==> config.mk <==
export PLATFORM = sky130hd
export DESIGN_NAME = palette_gradient_colour
export DESIGN_NICKNAME = d
export VERILOG_FILES = /design/src/hdl/pgc_pkg.sv /design/src/hdl/pgc_ram.sv /design/src/hdl/palette_gradient_colour.sv
export VERILOG_INCLUDE_DIRS = /design/src /design/src/hdl
export SDC_FILE = /design/constraint.sdc
export NUM_CORES = 2
export LEC_CHECK = 0
export BUFFER_PORTS_ARGS = -buffer_cell sky130_fd_sc_hd__buf_4
export CAP_MARGIN = 25
export CELL_PAD_IN_SITES_DETAIL_PLACEMENT = 0
export CELL_PAD_IN_SITES_GLOBAL_PLACEMENT = 1
export CORE_ASPECT_RATIO = 1.1
export CORE_MARGIN = 1
export CORE_UTILIZATION = 46
export DETAILED_ROUTE_END_ITERATION = 10
export PLACE_DENSITY = 0.82
export SLEW_MARGIN = 20
export SYNTH_ARGS = -nofsm -noshare
export SYNTH_HDL_FRONTEND = slang
export SYNTH_SLANG_ARGS = --single-unit
==> constraint.sdc <==
create_clock -name clk_i -period 4.4 [get_ports clk_i]
set_clock_uncertainty 0.05 [all_clocks]
set_input_delay 0.66 -clock clk_i [delete_from_list [all_inputs] [get_ports clk_i]]
set_output_delay 0.66 -clock clk_i [all_outputs]
set_load 0.02 [all_outputs]
==> src/hdl/assert_macros.svh <==
// Concurrent assertion helpers, clocked, disabled while reset is active (low).
`ifndef ASSERT_MACROS_SVH
`define ASSERT_MACROS_SVH

// Generic property check.
`define ASSERT_PROP(label, clk, rst_n, prop, msg) \
  label: assert property (@(posedge clk) disable iff (!rst_n) (prop)) else $error(msg);

// Antecedent implies consequent in the same cycle.
`define ASSERT_IMPLIES(label, clk, rst_n, ante, cons, msg) \
  `ASSERT_PROP(label, clk, rst_n, (ante) |-> (cons), msg)

`endif

==> src/hdl/pgc_pkg.sv <==
package pgc_pkg;

  localparam int unsigned IdxW          = 11;
  localparam int unsigned CpbW          = 8;
  localparam int unsigned BcW           = 3;
  localparam int unsigned ChanW         = 8;
  localparam int unsigned NumChan       = 3;
  localparam int unsigned ColourW       = ChanW * NumChan;
  localparam int unsigned CfgIdxW       = 3;
  localparam int unsigned MaxKeyColours = 6;
  // gradient quotient is below 256, one restoring step per quotient bit
  localparam int unsigned LerpSteps     = ChanW;
  localparam int unsigned ProdW         = ChanW + CpbW;

  typedef logic [CfgIdxW-1:0] cfg_idx_t;
  typedef logic [ColourW-1:0] colour_t;

  // register indexes on the config port
  localparam cfg_idx_t RegCpb      = 3'd0;
  localparam cfg_idx_t RegBc       = 3'd1;
  localparam cfg_idx_t RegPalette0 = 3'd2;

  localparam logic [CpbW-1:0] CpbReset = 8'd255;
  localparam logic [BcW-1:0]  BcReset  = 3'd6;

  // palette contents after reset, until an entry is written
  function automatic colour_t palette_reset(input logic [2:0] k);
    colour_t c;
    unique case (k)
      3'd0:    c = 24'hFF0000;
      3'd1:    c = 24'hFFFF00;
      3'd2:    c = 24'h00FF00;
      3'd3:    c = 24'h00FFFF;
      3'd4:    c = 24'h0000FF;
      3'd5:    c = 24'hFF00FF;
      default: c = '0;
    endcase
    return c;
  endfunction

endpackage

==> src/hdl/pgc_ram.sv <==
module pgc_ram #(
  parameter int unsigned Width = 24,
  parameter int unsigned Depth = 6
) (
  input  logic                     clk_i,
  input  logic                     we_i,
  input  logic [$clog2(Depth)-1:0] waddr_i,
  input  logic [Width-1:0]         wdata_i,
  input  logic [$clog2(Depth)-1:0] raddr_a_i,
  output logic [Width-1:0]         rdata_a_o,
  input  logic [$clog2(Depth)-1:0] raddr_b_i,
  output logic [Width-1:0]         rdata_b_o
);

  logic [Width-1:0] mem_q [Depth];

  always_ff @(posedge clk_i) begin
    if (we_i) begin
      mem_q[waddr_i] <= wdata_i;
    end
    rdata_a_o <= mem_q[raddr_a_i];
    rdata_b_o <= mem_q[raddr_b_i];
  end

endmodule

==> src/hdl/palette_gradient_colour.sv <==
// Cyclic palette gradient: maps a colour index onto a band of up to MaxKeyColours
// key colours, linearly interpolated between neighbors, one item per clock.
//
// Command channel: colour_index_i is taken at a rising edge with start high and
// busy low. busy never rises, so an item can enter on every clock.
// Result channel: red_o, green_o, blue_o and out_of_range_o are valid for one
// cycle while done_o is high. The receiver cannot stall; results are never
// held back and the pipeline never stops.
// The pipeline depth is set by the two restoring dividers: one step per
// key-index bit, then one step per bit of the 8-bit gradient quotient.
// Throughput: one item per cycle, sustained.
// Config port: cfg_valid_i/cfg_ready_o with cfg_index_i and cfg_data_i; ready is
// always high. Index 0 steps per key colour, 1 key colour count, 2.. palette
// entries (red 23:16, green 15:8, blue 7:0). Write config only while no item
// is in flight.
// Reset: all in-flight items are dropped; config and palette return to their
// defaults at once (palette through per-entry valid bits, no clearing pass).
// An index at or past the band end returns black with out_of_range_o set.
`include "assert_macros.svh"

module palette_gradient_colour #(
  parameter int unsigned MaxKeyColours = pgc_pkg::MaxKeyColours
) (
  input  logic                           clk_i,
  input  logic                           rst_ni,
  // command channel
  input  logic                           start,
  output logic                           busy,
  input  logic [pgc_pkg::IdxW-1:0]       colour_index_i,
  // result channel
  output logic                           done_o,
  output logic [pgc_pkg::ChanW-1:0]      red_o,
  output logic [pgc_pkg::ChanW-1:0]      green_o,
  output logic [pgc_pkg::ChanW-1:0]      blue_o,
  output logic                           out_of_range_o,
  // config write channel
  input  logic                           cfg_valid_i,
  output logic                           cfg_ready_o,
  input  logic [pgc_pkg::CfgIdxW-1:0]    cfg_index_i,
  input  logic [pgc_pkg::ColourW-1:0]    cfg_data_i
);

  localparam int unsigned IdxW    = pgc_pkg::IdxW;
  localparam int unsigned CpbW    = pgc_pkg::CpbW;
  localparam int unsigned BcW     = pgc_pkg::BcW;
  localparam int unsigned ChanW   = pgc_pkg::ChanW;
  localparam int unsigned NumChan = pgc_pkg::NumChan;
  localparam int unsigned ColourW = pgc_pkg::ColourW;
  localparam int unsigned ProdW   = pgc_pkg::ProdW;
  localparam int unsigned Steps   = pgc_pkg::LerpSteps;
  localparam int unsigned KeyW    = $clog2(MaxKeyColours);
  localparam int unsigned CmpW    = IdxW + 1;
  localparam int unsigned CntW    = BcW + 1;
  localparam int unsigned Latency = KeyW + Steps + 5;
  localparam logic [BcW-1:0] MaxBc = BcW'(MaxKeyColours);

  // ---------------------------------------------------------------------------
  // Config registers and palette store
  // ---------------------------------------------------------------------------
  logic [CpbW-1:0]          cpb_q;
  logic [BcW-1:0]           bc_q;
  logic [BcW-1:0]           bc_sat;
  logic [MaxKeyColours-1:0] pal_vld_q;
  logic                     cfg_wr;
  logic [pgc_pkg::CfgIdxW-1:0] pal_entry;
  logic                     pal_we;

  assign cfg_ready_o = 1'b1;
  assign busy        = 1'b0;
  assign cfg_wr      = cfg_valid_i && cfg_ready_o;
  assign pal_entry   = cfg_index_i - pgc_pkg::RegPalette0;
  // entries at or past MaxKeyColours are never read, so they are dropped
  assign pal_we      = cfg_wr && (cfg_index_i >= pgc_pkg::RegPalette0)
                       && ({1'b0, pal_entry} < CntW'(MaxKeyColours));

  always_ff @(posedge clk_i or negedge rst_ni) begin
    if (!rst_ni) begin
      cpb_q     <= pgc_pkg::CpbReset;
      bc_q      <= pgc_pkg::BcReset;
      pal_vld_q <= '0;
    end else begin
      if (cfg_wr && cfg_index_i == pgc_pkg::RegCpb) begin
        cpb_q <= cfg_data_i[CpbW-1:0];
      end
      if (cfg_wr && cfg_index_i == pgc_pkg::RegBc) begin
        bc_q <= cfg_data_i[BcW-1:0];
      end
      if (pal_we) begin
        pal_vld_q[pal_entry[KeyW-1:0]] <= 1'b1;
      end
    end
  end

  assign bc_sat = (bc_q > MaxBc) ? MaxBc : bc_q;

  // band length; zero steps or zero key colours give an empty band
  logic [IdxW-1:0] band;
  assign band = IdxW'({{CpbW{1'b0}}, bc_sat} * {{BcW{1'b0}}, cpb_q});

  // ---------------------------------------------------------------------------
  // Key-index divider: idx / cpb, one quotient bit per stage, MSB first.
  // In range the quotient is below 2**KeyW.
  // ---------------------------------------------------------------------------
  logic            k_vld_q [KeyW+1];
  logic            k_oor_q [KeyW+1];
  logic [IdxW-1:0] k_rem_q [KeyW+1];
  logic [KeyW-1:0] k_quo_q [KeyW+1];
  logic            k_oor_d [KeyW+1];
  logic [IdxW-1:0] k_rem_d [KeyW+1];
  logic [KeyW-1:0] k_quo_d [KeyW+1];

  assign k_oor_d[0] = {1'b0, colour_index_i} >= {1'b0, band};
  assign k_rem_d[0] = colour_index_i;
  assign k_quo_d[0] = '0;

  for (genvar s = 1; s <= KeyW; s++) begin : g_key
    logic [CmpW-1:0] dvs;
    logic [CmpW-1:0] rem_ext;
    logic            ge;
    assign dvs        = CmpW'(cpb_q) << (KeyW - s);
    assign rem_ext    = {1'b0, k_rem_q[s-1]};
    assign ge         = rem_ext >= dvs;
    assign k_oor_d[s] = k_oor_q[s-1];
    assign k_rem_d[s] = ge ? IdxW'(rem_ext - dvs) : k_rem_q[s-1];
    assign k_quo_d[s] = k_quo_q[s-1] | (KeyW'(ge) << (KeyW - s));
  end

  always_ff @(posedge clk_i or negedge rst_ni) begin
    if (!rst_ni) begin
      for (int s = 0; s <= KeyW; s++) begin
        k_vld_q[s] <= 1'b0;
      end
    end else begin
      k_vld_q[0] <= start && !busy;
      for (int s = 1; s <= KeyW; s++) begin
        k_vld_q[s] <= k_vld_q[s-1];
      end
    end
  end

  always_ff @(posedge clk_i) begin
    for (int s = 0; s <= KeyW; s++) begin
      k_oor_q[s] <= k_oor_d[s];
      k_rem_q[s] <= k_rem_d[s];
      k_quo_q[s] <= k_quo_d[s];
    end
  end

  // ---------------------------------------------------------------------------
  // Palette fetch: this key colour and the next one, wrapping at bc_sat
  // ---------------------------------------------------------------------------
  logic [KeyW-1:0] key_a;
  logic [KeyW:0]   key_inc;
  logic [KeyW-1:0] key_b;
  logic [ColourW-1:0] ram_a;
  logic [ColourW-1:0] ram_b;

  assign key_a   = k_quo_q[KeyW];
  assign key_inc = {1'b0, key_a} + (KeyW+1)'(1);
  assign key_b   = (CntW'(key_inc) == {1'b0, bc_sat}) ? '0 : key_inc[KeyW-1:0];

  pgc_ram #(
    .Width (ColourW),
    .Depth (MaxKeyColours)
  ) u_palette (
    .clk_i     (clk_i),
    .we_i      (pal_we),
    .waddr_i   (pal_entry[KeyW-1:0]),
    .wdata_i   (cfg_data_i),
    .raddr_a_i (key_a),
    .rdata_a_o (ram_a),
    .raddr_b_i (key_b),
    .rdata_b_o (ram_b)
  );

  logic            f_vld_q;
  logic            f_oor_q;
  logic [CpbW-1:0] f_r_q;
  logic [KeyW-1:0] f_ka_q;
  logic [KeyW-1:0] f_kb_q;
  logic            f_a_ok_q;
  logic            f_b_ok_q;

  always_ff @(posedge clk_i or negedge rst_ni) begin
    if (!rst_ni) begin
      f_vld_q <= 1'b0;
    end else begin
      f_vld_q <= k_vld_q[KeyW];
    end
  end

  always_ff @(posedge clk_i) begin
    f_oor_q  <= k_oor_q[KeyW];
    f_r_q    <= k_rem_q[KeyW][CpbW-1:0];
    f_ka_q   <= key_a;
    f_kb_q   <= key_b;
    f_a_ok_q <= pal_vld_q[key_a];
    f_b_ok_q <= pal_vld_q[key_b];
  end

  // ---------------------------------------------------------------------------
  // Channel split: start value, magnitude of the step and its direction
  // ---------------------------------------------------------------------------
  logic [ColourW-1:0] col_a;
  logic [ColourW-1:0] col_b;

  assign col_a = f_a_ok_q ? ram_a : pgc_pkg::palette_reset(3'(f_ka_q));
  assign col_b = f_b_ok_q ? ram_b : pgc_pkg::palette_reset(3'(f_kb_q));

  logic             d_vld_q;
  logic             d_oor_q;
  logic [CpbW-1:0]  d_r_q;
  logic [ChanW-1:0] d_c0_q   [NumChan];
  logic [ChanW-1:0] d_diff_q [NumChan];
  logic             d_fall_q [NumChan];
  logic [ChanW-1:0] d_c0_d   [NumChan];
  logic [ChanW-1:0] d_diff_d [NumChan];
  logic             d_fall_d [NumChan];

  for (genvar ch = 0; ch < NumChan; ch++) begin : g_chan
    logic [ChanW-1:0] c0;
    logic [ChanW-1:0] c1;
    assign c0           = col_a[ChanW*(NumChan-1-ch) +: ChanW];
    assign c1           = col_b[ChanW*(NumChan-1-ch) +: ChanW];
    assign d_c0_d[ch]   = c0;
    assign d_fall_d[ch] = c1 < c0;
    assign d_diff_d[ch] = (c1 < c0) ? (c0 - c1) : (c1 - c0);
  end

  always_ff @(posedge clk_i or negedge rst_ni) begin
    if (!rst_ni) begin
      d_vld_q <= 1'b0;
    end else begin
      d_vld_q <= f_vld_q;
    end
  end

  always_ff @(posedge clk_i) begin
    d_oor_q <= f_oor_q;
    d_r_q   <= f_r_q;
    for (int ch = 0; ch < NumChan; ch++) begin
      d_c0_q[ch]   <= d_c0_d[ch];
      d_diff_q[ch] <= d_diff_d[ch];
      d_fall_q[ch] <= d_fall_d[ch];
    end
  end

  // ---------------------------------------------------------------------------
  // Gradient divider: (diff * r) / cpb per channel. Stage 0 holds the product,
  // then one restoring step per quotient bit. The remainder feeds the ceiling.
  // ---------------------------------------------------------------------------
  logic             l_vld_q  [Steps+1];
  logic             l_oor_q  [Steps+1];
  logic [ProdW-1:0] l_rem_q  [Steps+1][NumChan];
  logic [ChanW-1:0] l_quo_q  [Steps+1][NumChan];
  logic [ChanW-1:0] l_c0_q   [Steps+1][NumChan];
  logic             l_fall_q [Steps+1][NumChan];
  logic [ProdW-1:0] l_rem_d  [Steps+1][NumChan];
  logic [ChanW-1:0] l_quo_d  [Steps+1][NumChan];

  for (genvar ch = 0; ch < NumChan; ch++) begin : g_lerp
    assign l_rem_d[0][ch] = ProdW'(d_diff_q[ch]) * ProdW'(d_r_q);
    assign l_quo_d[0][ch] = '0;
    for (genvar s = 1; s <= Steps; s++) begin : g_step
      logic [ProdW-1:0] dvs;
      logic             ge;
      assign dvs            = ProdW'(cpb_q) << (Steps - s);
      assign ge             = l_rem_q[s-1][ch] >= dvs;
      assign l_rem_d[s][ch] = ge ? (l_rem_q[s-1][ch] - dvs) : l_rem_q[s-1][ch];
      assign l_quo_d[s][ch] = l_quo_q[s-1][ch] | (ChanW'(ge) << (Steps - s));
    end
  end

  always_ff @(posedge clk_i or negedge rst_ni) begin
    if (!rst_ni) begin
      for (int s = 0; s <= Steps; s++) begin
        l_vld_q[s] <= 1'b0;
      end
    end else begin
      l_vld_q[0] <= d_vld_q;
      for (int s = 1; s <= Steps; s++) begin
        l_vld_q[s] <= l_vld_q[s-1];
      end
    end
  end

  always_ff @(posedge clk_i) begin
    l_oor_q[0] <= d_oor_q;
    for (int ch = 0; ch < NumChan; ch++) begin
      l_c0_q[0][ch]   <= d_c0_q[ch];
      l_fall_q[0][ch] <= d_fall_q[ch];
    end
    for (int s = 1; s <= Steps; s++) begin
      l_oor_q[s] <= l_oor_q[s-1];
      for (int ch = 0; ch < NumChan; ch++) begin
        l_c0_q[s][ch]   <= l_c0_q[s-1][ch];
        l_fall_q[s][ch] <= l_fall_q[s-1][ch];
      end
    end
    for (int s = 0; s <= Steps; s++) begin
      for (int ch = 0; ch < NumChan; ch++) begin
        l_rem_q[s][ch] <= l_rem_d[s][ch];
        l_quo_q[s][ch] <= l_quo_d[s][ch];
      end
    end
  end

  // ---------------------------------------------------------------------------
  // Output stage: rising adds the floor, falling subtracts the ceiling
  // ---------------------------------------------------------------------------
  logic [ChanW-1:0] res_d [NumChan];
  logic [ChanW-1:0] res_q [NumChan];
  logic             out_vld_q;
  logic             out_oor_q;

  for (genvar ch = 0; ch < NumChan; ch++) begin : g_out
    logic [ChanW-1:0] q;
    logic             rnz;
    assign q   = l_quo_q[Steps][ch];
    assign rnz = |l_rem_q[Steps][ch];
    assign res_d[ch] = l_oor_q[Steps] ? '0 :
                       l_fall_q[Steps][ch] ? (l_c0_q[Steps][ch] - q - ChanW'(rnz)) :
                                             (l_c0_q[Steps][ch] + q);
  end

  always_ff @(posedge clk_i or negedge rst_ni) begin
    if (!rst_ni) begin
      out_vld_q <= 1'b0;
    end else begin
      out_vld_q <= l_vld_q[Steps];
    end
  end

  always_ff @(posedge clk_i) begin
    out_oor_q <= l_oor_q[Steps];
    for (int ch = 0; ch < NumChan; ch++) begin
      res_q[ch] <= res_d[ch];
    end
  end

  assign done_o         = out_vld_q;
  assign out_of_range_o = out_oor_q;
  assign red_o          = res_q[0];
  assign green_o        = res_q[1];
  assign blue_o         = res_q[2];

  // ---------------------------------------------------------------------------
  // Assertions
  // ---------------------------------------------------------------------------
  `ASSERT_PROP(a_fixed_latency, clk_i, rst_ni,
    (start && !busy) |-> ##Latency done_o, "accepted item did not complete on time")
  `ASSERT_IMPLIES(a_oor_black, clk_i, rst_ni, done_o && out_of_range_o,
    (red_o == '0) && (green_o == '0) && (blue_o == '0), "out-of-band item not black")
  `ASSERT_IMPLIES(a_in_band, clk_i, rst_ni, done_o && !out_of_range_o,
    $past(colour_index_i, Latency) < band, "in-band result for index past band end")

endmodule

==> metrics.md <==
| Metric | Value |
|---|---|
| I/O pin count | `70` |
| Share of layout cells above drive strength 1 | `11.0%` |
| Syn_nets | `5,683` |
| Minimum clock period | `4.24 ns` |
| GRT Util Overall | `18.9%` |
| WHS | `0.0854 ns` |
| Worst reg2reg path depth | `16` |
| Post-Synth XOR/XNOR Area | `4.66%` |
| Clock sinks | `1,170` |
| Met1 track demand over resource | `23.6%` |
| Final setup viols | `0` |
| Yosys warnings | `0` |
| Unrepaired setup endpoints after global routing | `yes` |
| WP data arrival | `4.77 ns` |
| Flop and latch count out of synthesis | `1,170` |
| WP data required | `4.94 ns` |
| Die Ht | `359 um` |
| Compound-Gate Fraction of Synth Area | `11.4%` |
| Met3 Usage GRT | `2.20%` |
| Iteration-0 DRC Markers | `1,810` |
| Peak fanout along the critical path | `7` |
| Area Overhead vs Synth | `13.2%` |
| Sequential-to-total area share from yosys stat | `47.0%` |
| Largest net degree at the start of global routing | `59` |
| Largest family of logic cells by synthesized area | `adder cells` |
| Grt peak-use layer | `met2` |
| Clock root buffer | `clkbuf_16` |
| Crit path launch | `d_r_q[2]` |
| Initial Util | `46.5%` |
| Vias | `35,246` |
| Hold Path Stages | `1` |
| H-tree level count | `3` |
| R2R Path Start | `d_r_q[2]` |
| Initial antenna violation count | `2` |
| Avg WL per Cell | `16.2 um` |
| Final slew viol count | `0` |
| Ys flop type | `dfxtp_1` |
| Number of buffers created by CTS | `115` |
| Vias in the first global route | `35,578` |
| Nets | `5,879` |
| Met2 Resource Use GR | `33.5%` |
| Buffers on Ports | `67` |
| Cells after Synth | `5,036` |
| Mux cell area share after synthesis | `4.41%` |
| CTS tree | `done` |
| GRT overflow | `0` |
| F_max | `236 MHz` |
| Most used cell, CP | `fa_1` |
| Hold Vio Cnt, Final | `0` |
| GP Congestion | `0.865` |
| Die ar. | `117,000 um^2` |
| Final WL | `111 mm` |
| WS Path Type | `register to register` |
| Critical hold path startpoint | `cfg_data_i[14]` |
| Final period util | `96.3%` |
| Status | `completed` |
| Die W | `326 um` |
| Max stage delay cell, worst path | `fa_1` |
| Synth async-reset ratio | `2.82%` |
| FP Rows | `130` |
| Simple-gate share of the synthesized area | `12.2%` |
| Cell variety after synth | `89` |
| Storage cell area | `25,100 um^2` |
| Area of the multi-input gates | `26,300 um^2` |
| Clk_lat worst skew | `0.74 ns` |
| First-pass GRT wire length | `179 mm` |
| Critical Path Source Type | `register` |
| CP max stage delay | `0.50 ns` |
| Slew at the pin with the worst max-slew slack | `1.03 ns` |
| Clk buf depth | `3` |
| DRC violations left | `0` |
| Detail Placement HPWL | `80.6 mm` |
| Pre-antenna DRT Iters | `7` |
| Fillcell total | `10,071` |
| Cell chain of the critical path | `buf_4 -> and2_1 -> fa_1 -> inv_1 -> fa_1 -> fa_1 -> fa_1 -> inv_1 -> ha_1 -> inv_1 -> o21bai_2 -> a311oi_2 -> buf_4 -> o41ai_1 -> a21oi_1 -> xnor2_1` |
| Max-cap violations | `0` |
| ANT nets after route | `0` |
| Synth Area in Adders | `16.4%` |
| Number of synthesized flops with an enable pin | `144` |
| Syn Area/Cell | `10.6 um^2` |
| Core Area | `115,000 um^2` |
| Min-Delay Path Class | `input pin to register` |
| Worst setup EP type | `register` |
| Slew margin rel. | `31.2%` |
| Via-to-Cell Ratio | `5.15` |
| Syn Std Cell Area | `53,200 um^2` |
| Clk pin slew, worst setup/hold paths | `0.07 ns` |
[cell usage in the layout, fill, tap and decap left out, types with 70 or more instances in the layout]
master	n
xor2_1	126
mux2_2	72
o21ai_0	258
nor2_1	333
edfxtp_1	144
a21o_1	70
buf_4	168
fa_1	156
dfxtp_1	984
mux2i_1	97
o21a_1	77
nor2b_1	85
inv_1	413
nor3_1	83
clkbuf_16	121
and2_1	153
xnor2_1	157
ha_1	447
a21oi_1	268
nand2_1	288
[cells by family (layout without fill, tap and decap cells)]
group | Yosys count | after routing
simple gates | 1274 | 1274
flops | 1170 | 1170
compound gates | 975 | 975
fa+ha+maj | 605 | 605
buf+inv | 533 | 821
xor+xnor | 283 | 283
mux | 194 | 194
other cells | 2 | 3
[cell usage after synthesis (126+ instances only)]
cell | count | area, um^2
ha_1 | 448 | 5610
a21oi_1 | 271 | 1360
dfxtp_1 | 993 | 19900
and2_1 | 154 | 963
nor2_1 | 338 | 1270
fa_1 | 157 | 3140
nand2_1 | 288 | 1080
o21ai_0 | 259 | 1300
edfxtp_1 | 144 | 4320
xnor2_1 | 157 | 1380
inv_1 | 420 | 1580
xor2_1 | 126 | 1100
[per-stage QoR]
stage               std cells  setup TNS, ns  cell area, um^2  utilization [%]  worst slack [ns]
detailed placement       6618         -0.235            56000             48.9            -0.140
global route             6842        -0.0297            60300             52.6           -0.0126
finish                   6843              0            60300             52.6             0.161
global placement         6617              0            56000             48.9           0.00884
CTS                      6840              0            60200             52.6            0.0275
floorplan                5036              0            53200                -             0.170
[sequential cells by signal, indices dropped and copies added (netlist names), 6 cells and up]
signal               count
d_diff_q                24
k_rem_q                 41
l_quo_q                108
res_q                   24
l_rem_q                432
l_vld_q                  9
cpb_q                    8
u_palette.rdata_a_o     24
k_quo_q                  6
u_palette.rdata_b_o     24
d_c0_q                  24
f_r_q                    8
pal_vld_q                6
l_oor_q                  9
d_r_q                    8
l_c0_q                 216
u_palette.mem_q        144
l_fall_q                27
[path summary, 6_finish.rpt]
kind                            slack [ns]                     end
worst max-delay path                  0.16          l_rem_q[0][15]
worst max register to register        0.16          l_rem_q[0][15]
min in group asynchronous             0.35              k_vld_q[1]
worst min register to register        0.24           l_quo_q[7][5]
max in group asynchronous             3.61                cpb_q[0]
worst min-delay path                  0.09  u_palette.mem_q[5][14]
[layer usage]
metal  vias to the layer above  wire, um
met4                         0      3520
met3                       193      3990
met2                       606     54300
li1                      17789         -
met1                     16658     48800
met5                         -         0
[worst max-delay path: cells and delay by family, from the launching register on]
family / cells / cell delay, ns
compound gates: 4 / 0.80
flops: 1 / 0.38
buf+inv: 5 / 0.51
simple gates: 1 / 0.15
fa+ha+maj: 5 / 2.12
xor+xnor: 1 / 0.14
[timing repair]
item | CTS | global route
gates cloned | 0 | 0
hold endpoints to repair | 35 | 0
setup endpoints to repair | 4 | 10
buffers inserted | 0 | 2
pin swaps | 0 | 11
hold buffers | 13 | 0
resized for setup | 4 | 22
[layout make-up]
class,count,area share (%)
antenna,1,0.00415
timing repair buffer,185,2.40
clock inverter,74,1.37
multi-input combinational,3333,43.6
tap,1518,3.15
sequential,1170,41.6
clock buffer,135,5.28
inverter,427,2.66
Power is not shown: default switching activity piles up to over one toggle a cycle in this logic, so the estimate is an artifact.
